### src/design/u8cpd_pkg.sv
// Package for the UTF-8 code point decoder: beat types, status codes,
// queue sizing and the lead-byte length function. No dependencies.
`default_nettype none

package u8cpd_pkg;

  // Status codes carried on each result beat
  localparam logic [1:0] ST_OK       = 2'd0;
  localparam logic [1:0] ST_BAD_CONT = 2'd1;
  localparam logic [1:0] ST_BAD_LEAD = 2'd2;

  // Most results one input byte can release (a final byte flushing the hold)
  localparam int MAX_RES = 3;
  // Result queue depth: one waiting beat plus a full flush
  localparam int QDEPTH  = 4;
  // Bytes kept while a multi-byte sequence is incomplete
  localparam int HOLD_DEPTH = 3;

  typedef struct packed {
    logic [7:0] byte_in;
    logic       final_byte;
  } in_t;

  typedef struct packed {
    logic [20:0] code_point;
    logic [1:0]  status;
    logic        last_of_run;
    logic        string_done;
  } out_t;

  // Everything one byte step produces: results, their count, the new hold
  typedef struct packed {
    out_t [MAX_RES-1:0]        res;
    logic [1:0]                nres;
    logic [HOLD_DEPTH-1:0][7:0] held_bytes;
    logic [1:0]                held_count;
  } step_t;

  // Sequence length implied by a lead byte; 0 marks an unsupported lead
  function automatic logic [2:0] seq_len(input logic [7:0] b);
    logic [2:0] len;
    len = 3'd0;
    if (b[7] == 1'b0) begin
      len = 3'd1;
    end else if (b[7:5] == 3'b110) begin
      len = 3'd2;
    end else if (b[7:4] == 4'b1110) begin
      len = 3'd3;
    end else if (b[7:3] == 5'b11110 && b <= 8'hF4) begin
      len = 3'd4;
    end
    return len;
  endfunction

endpackage

`default_nettype wire

### src/design/u8cpd_step.sv
// Combinational byte step: joins the held bytes with a new byte and decodes
// up to three code points. Depends on u8cpd_pkg.
`default_nettype none

module u8cpd_step (
  input  wire logic [u8cpd_pkg::HOLD_DEPTH-1:0][7:0] held_bytes,
  input  wire logic [1:0]                           held_count,
  input  wire u8cpd_pkg::in_t                       data,
  output u8cpd_pkg::step_t                          step
);
  import u8cpd_pkg::*;

  always_comb begin
    logic [7:0]  bytes [4];
    logic [2:0]  n;
    logic [2:0]  pos;
    logic [2:0]  len;
    logic [2:0]  avail;
    logic [7:0]  b0;
    logic [7:0]  c1;
    logic [7:0]  c2;
    logic [7:0]  c3;
    logic        stop;
    logic        bad;
    logic [20:0] cp;
    logic        fin;

    fin = data.final_byte;

    // Line up the pending bytes with the new byte behind them
    for (int i = 0; i < 4; i++) begin
      if (i < HOLD_DEPTH && 2'(i) < held_count) begin
        bytes[i] = held_bytes[i];
      end else begin
        bytes[i] = data.byte_in;
      end
    end
    n    = {1'b0, held_count} + 3'd1;
    pos  = 3'd0;
    stop = 1'b0;
    step.nres = 2'd0;

    // Decode leads one after another; at most three per byte
    for (int k = 0; k < MAX_RES; k++) begin
      step.res[k] = '0;
      b0    = bytes[pos[1:0]];
      c1    = bytes[pos[1:0] + 2'd1];
      c2    = bytes[pos[1:0] + 2'd2];
      c3    = bytes[pos[1:0] + 2'd3];
      len   = seq_len(b0);
      avail = n - pos;
      cp    = '0;
      bad   = 1'b0;
      if (!stop && pos < n) begin
        if (len == 3'd0) begin
          step.res[k].status = ST_BAD_LEAD;
          step.nres = 2'(k + 1);
          pos = pos + 3'd1;
        end else if (len == 3'd1) begin
          step.res[k].code_point = {14'd0, b0[6:0]};
          step.res[k].status     = ST_OK;
          step.nres = 2'(k + 1);
          pos = pos + 3'd1;
        end else if (avail >= len) begin
          // Complete sequence: take six bits of each follower, flag bad ones
          unique case (len)
            3'd2: begin
              cp  = {10'd0, b0[4:0], c1[5:0]};
              bad = (c1[7:6] != 2'b10);
            end
            3'd3: begin
              cp  = {5'd0, b0[3:0], c1[5:0], c2[5:0]};
              bad = (c1[7:6] != 2'b10) || (c2[7:6] != 2'b10);
            end
            default: begin
              cp  = {b0[2:0], c1[5:0], c2[5:0], c3[5:0]};
              bad = (c1[7:6] != 2'b10) || (c2[7:6] != 2'b10) ||
                    (c3[7:6] != 2'b10);
            end
          endcase
          step.res[k].code_point = cp;
          step.res[k].status     = bad ? ST_BAD_CONT : ST_OK;
          step.nres = 2'(k + 1);
          pos = pos + len;
        end else if (fin) begin
          // Truncated at end of string: drop the lead, rescan what follows
          step.res[k].status = ST_BAD_LEAD;
          step.nres = 2'(k + 1);
          pos = pos + 3'd1;
        end else begin
          stop = 1'b1;
        end
      end
    end

    // Mark the last result of this byte, and of the string
    for (int k = 0; k < MAX_RES; k++) begin
      if (2'(k + 1) == step.nres) begin
        step.res[k].last_of_run = 1'b1;
        step.res[k].string_done = fin;
      end
    end

    // Keep the incomplete tail; a final byte empties the hold
    for (int i = 0; i < HOLD_DEPTH; i++) begin
      step.held_bytes[i] = bytes[pos[1:0] + 2'(i)];
    end
    step.held_count = fin ? 2'd0 : 2'(n - pos);
  end

endmodule

`default_nettype wire

### src/design/utf8_codepoint_decoder.sv
// Top level of the UTF-8 code point decoder: byte hold registers and the
// result queue around the byte step. Depends on u8cpd_pkg and u8cpd_step.
//
//   channel | direction | handshake               | beat
//   --------+-----------+-------------------------+--------------------------
//   byte    | in        | byte_valid / byte_stall | in_t: byte, final flag
//   cp      | out       | cp_valid / cp_stall     | out_t: code point, status
//
// One byte is taken per cycle while byte_stall is low; its results are
// registered in the result queue. A final byte may release up to three
// results, which leave one per cycle while cp_stall is low. byte_stall
// rises while more than one result waits in the four-entry result queue,
// so a flush holds the byte side until the queue is back to one result.
// Reset empties the hold and the result queue.
`default_nettype none

module utf8_codepoint_decoder (
  input  wire logic            clk,
  input  wire logic            rst,
  input  wire logic            byte_valid,
  output logic                 byte_stall,
  input  wire u8cpd_pkg::in_t  byte_data,
  output logic                 cp_valid,
  input  wire logic            cp_stall,
  output u8cpd_pkg::out_t      cp_data
);
  import u8cpd_pkg::*;

  logic [HOLD_DEPTH-1:0][7:0] held_bytes;
  logic [1:0]                 held_count;
  out_t                       q      [QDEPTH];
  out_t                       q_next [QDEPTH];
  logic [2:0]                 cnt;
  logic [2:0]                 cnt_next;
  logic [2:0]                 base_cnt;
  logic                       push;
  logic                       pop;
  step_t                      step;

  u8cpd_step u_step (
    .held_bytes (held_bytes),
    .held_count (held_count),
    .data       (byte_data),
    .step       (step)
  );

  // Take a byte only when the queue can absorb a full flush
  assign byte_stall = (cnt > 3'd1);
  assign push       = byte_valid && !byte_stall;
  assign cp_valid   = (cnt != 3'd0);
  assign cp_data    = q[0];
  assign pop        = cp_valid && !cp_stall;

  // Advance the hold on each accepted byte
  always_ff @(posedge clk) begin
    if (rst) begin
      held_count <= 2'd0;
    end else if (push) begin
      held_count <= step.held_count;
    end
    if (push) begin
      held_bytes <= step.held_bytes;
    end
  end

  // Shift out the head beat and append new results behind what remains
  always_comb begin
    base_cnt = cnt - {2'd0, pop};
    for (int i = 0; i < QDEPTH; i++) begin
      if (pop && i < QDEPTH - 1) begin
        q_next[i] = q[i + 1];
      end else begin
        q_next[i] = q[i];
      end
      if (push && 3'(i) >= base_cnt && 3'(i) < base_cnt + {1'b0, step.nres}) begin
        q_next[i] = step.res[2'(3'(i) - base_cnt)];
      end
    end
    cnt_next = base_cnt + (push ? {1'b0, step.nres} : 3'd0);
  end

  always_ff @(posedge clk) begin
    if (rst) begin
      cnt <= 3'd0;
    end else begin
      cnt <= cnt_next;
    end
    for (int i = 0; i < QDEPTH; i++) begin
      q[i] <= q_next[i];
    end
  end

  // Queue never overfills
  a_cnt_range: assert property (@(posedge clk) disable iff (rst)
    cnt <= 3'(QDEPTH))
    else $error("result queue overfilled");

  // A final byte leaves nothing held
  a_final_clears: assert property (@(posedge clk) disable iff (rst)
    push && byte_data.final_byte |=> held_count == 2'd0)
    else $error("hold not cleared after final byte");

  // Held bytes always start with an incomplete multi-byte lead
  a_hold_lead: assert property (@(posedge clk) disable iff (rst)
    held_count != 2'd0 |-> seq_len(held_bytes[0]) > 3'd1 &&
                           {1'b0, held_count} < seq_len(held_bytes[0]))
    else $error("held bytes do not begin with a pending lead");

  // A beat taken with no byte arriving shrinks the queue by one
  a_pop_only: assert property (@(posedge clk) disable iff (rst)
    pop && !push |=> cnt == $past(cnt) - 3'd1)
    else $error("queue count wrong after pop");

endmodule

`default_nettype wire

### config.mk
export PLATFORM = sky130hd
export DESIGN_NAME = utf8_codepoint_decoder
export DESIGN_NICKNAME = d
export VERILOG_FILES = /design/src/design/u8cpd_pkg.sv /design/src/design/u8cpd_step.sv /design/src/design/utf8_codepoint_decoder.sv
export SDC_FILE = /design/constraint.sdc
export NUM_CORES = 1
export LEC_CHECK = 0
export BUFFER_PORTS_ARGS = -buffer_cell sky130_fd_sc_hd__buf_2
export CORE_MARGIN = 4
export CORE_UTILIZATION = 62
export DETAILED_ROUTE_END_ITERATION = 6
export PLACE_DENSITY_LB_ADDON = 0.25
export SYNTH_ARGS = -nofsm -noshare
export SYNTH_HDL_FRONTEND = slang
export SYNTH_HIERARCHICAL = 1
export SYNTH_SLANG_ARGS = --single-unit
### constraint.sdc
create_clock -name clk -period 14 [get_ports clk]
set_input_delay 1.4 -clock clk [delete_from_list [all_inputs] [get_ports clk]]
set_output_delay 1.4 -clock clk [all_outputs]
set_load 0.005 [all_outputs]
==> results.yml, run 1 <==
finish:
  drive_gt1_share_pct: 18.2
  final_nets: 1392
  final_common_cell: "mux2i_1"
  layout_common_cells: "223 x mux2i_1, 124 x edfxtp_1, 111 x nor2_1"
  final_area_um2: 13700
  diodes: 0
  syn_to_final_growth_pct: 6.18
yosys:
  synth_mux_area_share_pct: 28.2
  synthSimpleGateAreaFrac_pct: 12.6
  ys_seq_area_share_pct: 29.7
  synthArstFlopShare_pct: 0
  yosysWarningCount: 6
  synth_area_per_cell_um2: 9.35
  synthCells: 1378
  synth_top_family_by_area: "multiplexers"
  synth_compound_area_share_pct: 19.7
  synth_seq_cells: 129
  synth_enable_flop_cells: 124
  synthFlopType: "edfxtp_1"
  synth-xor-area-share_pct: 0.661
  netlist_area_um2: 12900
  syn-num-nets: 1423
  synthDistinctLibCells: 89
  synthAdderAreaFrac_pct: 3.49
floorplanning:
  die_width_um: 152
  rows: 52
  num_io_pins: 40
  core_um2: 20400
  dieHeight_um: 152
  start_util_pct: 63.2
  die-area_um2: 23100
clock_network:
  cts-root-buf: "clkbuf_16"
  cts_setup_buffers: 0
  clk_path_buf_depth: 2
  postCtsHoldBufs: 0
  clock-sinks: 129
  clk_pin_slew_ns: 0.08
  cts_resized: 0
  worstSkewPairLatency_ns: 0.44
  h-tree-depth: 4
  cts_tree: "done"
  cts_buffers: 17
sta:
  period_needed_ns: 13.19
  fin_skew_ns: 0.0181
  fmax_mhz: 75.8
  relSlewSlack_pct: 15.3
  finalHoldViolCount: 0
  rsz0062_at_grt: "no"
  fin_crit_sh_pct: 94.2
  fin_setup_tns_ns: 0
  finalSetupViolCount: 0
  worst_pin_slew_ns: 1.27
  drv_slew: 0
worst_setup_path:
  cp_slowest_cell: "ha_1"
  crit_required_ns: 14.17
  cp-startpoint: "held_count[1]"
  end_kind: "flip-flop"
  cp_max_fo: 27
  cp_slowest_stage_delay_ns: 0.94
  reg2reg_slack_ns: 0.81
  worst_setup_path_start_kind: "flip-flop"
  r2r-start: "held_count[1]"
  ff2ff_path_depth: 43
  critical_path_class: "reg -> reg"
  cp.arrival_ns: 13.37
  setup.worst_path.end: "q[2][14]"
  worstReg2RegEnd: "q[2][14]"
outcome:
  status: "finished, violations left"
  violations: "design-rule violations"
hold_path:
  hold_class: "reg -> reg"
detailed_routing:
  drt_iter0_drc: 1435
  postRouteAntennaNets: 0
  vias: 11600
  drc: 3
  post_drt_via_cell_ratio: 7.14
  wl_per_cell_um: 27.2
  dr.pass1.iters: 7
  drt_wl_total_um: 44400
place:
  dpl-instance-area_um2: 13100
  io_buffers: 39
  place.gp.congestion: 1.02
  dp.final_hpwl_um: 30900
grt:
  grt-ovfl-total: 0
  antenna_found_initial: 0
  grt_pass1_wl_um: 66900
  grt_pass1_vias: 11100
  grt_max_degree: 84
  grt_use_total_pct: 36.8
flow_run:
  max_cap_viol_count: 0
[metal layers]
metal / share of wire, % / global-route usage, %
met1: 40 / 49.8
met2: 43 / 54.4
met3: 11 / 10.0
met4: 5.6 / 18.8
met5: 0 / 0
[worst max-delay path, delay by kind of cell (launching register included)]
family / cells / cell delay (ns)
simple gates: 12 / 2.36
buf+inv: 7 / 1.42
compound gates: 13 / 4.32
fa+ha+maj: 6 / 2.54
mux: 5 / 1.91
flops: 1 / 0.31
[logic make-up (layout without fill, tap and decap cells)]
logic type,after synthesis,count (layout)
multiplexers,331,331
adder cells (fa/ha/maj),33,33
AO/OA/AOI/OAI,375,375
XOR/XNOR,8,8
flip-flops,129,129
buffers and inverters,156,138
AND/OR/NAND/NOR,346,346
[metrics by stage]
step           util, %  hold WS (ns)  instances  setup slack [ns]
6_report          67.2         0.544       1630             0.806
5_1_grt           67.2         0.557       1630             0.111
4_1_cts           67.1         0.542       1630             0.820
3_5_place_dp      64.3         0.521       1598             0.876
3_3_place_gp      64.3         0.511       1598              1.09
2_1_floorplan        -         0.486       1378              2.25
[synthesized netlist by cell type (all sizes together), types with 3 or more instances]
cell type	n	area, um2
a2111oi	7	61.3
nor3	13	76.3
mux2	97	1170
ha	27	338
o211ai	10	75.1
a221oi	14	140
nand2b	34	213
nand2	105	402
dfxtp	5	100
and2	10	62.6
edfxtp	124	3720
a211oi	21	213
a32oi	3	26.3
o32ai	3	26.3
buf	36	277
fa	5	100
nor2	113	432
a21boi	4	30.0
mux4	7	158
mux2i	227	2310
a31oi	14	103
a21oi	54	285
nand3	25	125
o2bb2ai	28	245
a22oi	7	52.6
clkbuf	81	304
o22ai	78	488
a21o	3	22.5
or3	8	50.1
and3	9	61.3
or2	8	50.1
o21ai	100	504
nor2b	9	56.3
o21a	6	46.3
a31o	5	43.8
xnor2	5	43.8
inv	38	143
[how the worst min path moves through the flow]
stage               slack [ns]           from             to  cells after the start
global placement          0.51       q[1][18]       q[0][18]                      1
CTS                       0.54        q[2][0]        q[1][0]                      1
global route              0.56       q[1][18]       q[0][18]                      1
finish                    0.54        q[2][0]        q[1][0]                      1
detailed placement        0.52       q[1][18]       q[0][18]                      1
floorplan                 0.49  held_count[1]  held_count[1]                      2
[area by class of cell]
| type | instances | area (um2) |
|---|---|---|
| multi-input combinational | 1093 | 8380 |
| clock inverter | 15 | 159 |
| inverter | 39 | 146 |
| timing repair buffer | 67 | 405 |
| sequential | 129 | 3820 |
| fill | 1678 | 6690 |
| tap | 270 | 338 |
| clock buffer | 17 | 425 |
[registers in the layout (all words and copies together) (netlist names)]
register and flops:
cnt 3, held_bytes 24, held_count 2, q 100
Power of run 1 is left out: the tool's default activity adds up to more than one toggle a clock period on the data nets, which glitch-free logic cannot reach.
==> inputs of run 2 (changes only) <==
--- a/config.mk
+++ b/config.mk
@@ -6,6 +6,7 @@
 export NUM_CORES = 1
 export LEC_CHECK = 0
 export BUFFER_PORTS_ARGS = -buffer_cell sky130_fd_sc_hd__buf_2
+export CORE_ASPECT_RATIO = 1.5
 export CORE_MARGIN = 4
 export CORE_UTILIZATION = 62
 export DETAILED_ROUTE_END_ITERATION = 6
==> run 2 against run 1 <==
  * The flow now finishes without violations
  * First-iteration DRC count rose by 6.4%
  * Worst setup slack better by 0.20 ns
  * Final area rose by 0.31%
==> results.yml, run 2 (synthesis gave the netlist of run 1 again) <==
finish:
  drive_gt1_share_pct: 18.4
  final_nets: 1398
  syn_to_final_growth_pct: 6.51
  final_common_cell: "mux2i_1"
  largest-register: "q"
  fin_cells: 1629
  largest_reg_flops: 100
  layout_common_cells: "223 x mux2i_1, 124 x edfxtp_1, 111 x nor2_1"
  diodes: 0
  final_area_um2: 13700
  regArea_um2: 3820
  multi_input_area_um2: 8380
  fill_cells: 1603
  reg_top3: "q (100), held_bytes (24), cnt (3)"
hold_path:
  hold_class: "reg -> reg"
detailed_routing:
  postRouteAntennaNets: 0
  drt_iter0_drc: 1527
  drc: 0
  post_drt_via_cell_ratio: 7.14
  wl_per_cell_um: 26.8
  vias: 11600
  drt_wl_total_um: 43600
  dr.pass1.iters: 7
floorplanning:
  rows: 64
  core_um2: 20400
  start_util_pct: 63.1
  die-area_um2: 23200
  dieHeight_um: 185
  die_width_um: 126
  num_io_pins: 40
place:
  place.gp.congestion: 1.14
  dpl-instance-area_um2: 13100
  dp.final_hpwl_um: 32100
  io_buffers: 39
  dpl.cell_count: 1598
clock_network:
  h-tree-depth: 4
  cts_setup_buffers: 0
  cts_buffers: 17
  clock-sinks: 129
  cts-root-buf: "clkbuf_16"
  clk_path_buf_depth: 2
  cts_tree: "done"
  clk_pin_slew_ns: 0.06
  worstSkewPairLatency_ns: 0.44
  cts_resized: 0
  postCtsHoldBufs: 0
outcome:
  status: "finished, final reports clean"
sta:
  period_needed_ns: 12.99
  finalHoldViolCount: 0
  relSlewSlack_pct: 20.7
  fmax_mhz: 77.0
  fin_crit_sh_pct: 92.8
  drv_slew: 0
  finalSetupViolCount: 0
  whs_ns: 0.536
  rsz0062_at_grt: "no"
  fin_setup_tns_ns: 0
  fin_skew_ns: 0.00934
  worst_pin_slew_ns: 1.19
worst_setup_path:
  cp_slowest_cell: "o31ai_4"
  crit_required_ns: 14.07
  worst_setup_path_start_kind: "flip-flop"
  cp_max_fo: 37
  cp.arrival_ns: 13.06
  cp_slowest_stage_delay_ns: 0.71
  critical_path_class: "reg -> reg"
  end_kind: "flip-flop"
  cpMostUsedCell: "buf_4"
grt:
  grt_max_degree: 70
  grt_use_total_pct: 37.3
  grt-ovfl-total: 0
  antenna_found_initial: 0
  grt_pass1_wl_um: 66800
  grt_pass1_vias: 11200
flow_run:
  max_cap_viol_count: 0
-- run 2: changes by cell type in the layout (fill, tap and decap cells not counted), sizes merged --
cell and delta:
buf +6, clkinv +2, bufinv +3, inv -8, clkinvlp +2
-- run 2: layer usage --
metal	track usage (%)	up-vias	routed length [um]
met3	6.29	205	3380
met4	26.6	0	3770
li1	-	5188	-
met1	43.8	5530	16000
met2	62.0	708	20500
met5	0	-	0
-- run 2: worst max-delay path, delay by kind of cell (launching register included) --
kind            cells  cell delay, ns
mux                 4            1.49
compound gates     13            3.83
buf+inv             9            2.06
flops               1            0.30
simple gates       13            2.66
fa+ha+maj           6            2.20
-- run 2: per-stage QoR --
stage          worst slack [ns]  util, %
6_report                   1.01     67.2
5_1_grt                  0.0909     67.2
4_1_cts                   0.910     67.2
3_5_place_dp              0.982     64.3
3_3_place_gp               1.25     64.3
2_1_floorplan              2.25        -
-- run 2: worst paths after layout --
check	from	to	slack, ns	cells after the start
worst max register to register	held_count[1]	q[0][11]	1.01	45
worst max-delay path	held_count[1]	q[0][11]	1.01	45
worst min register to register	q[1][18]	q[0][18]	0.54	1
worst min-delay path	q[1][18]	q[0][18]	0.54	1
-- run 2: final cells by class --
cell class              count  share of cell area (%)
clock buffers              17                    3.10
repair buffers             73                    3.28
flip-flops and latches    129                    27.9
well taps                 264                    2.41
inverters                  39                    1.07
multi-input cells        1093                    61.1
clock inverters            14                    1.20
Power of run 2 is left out for the same reason.
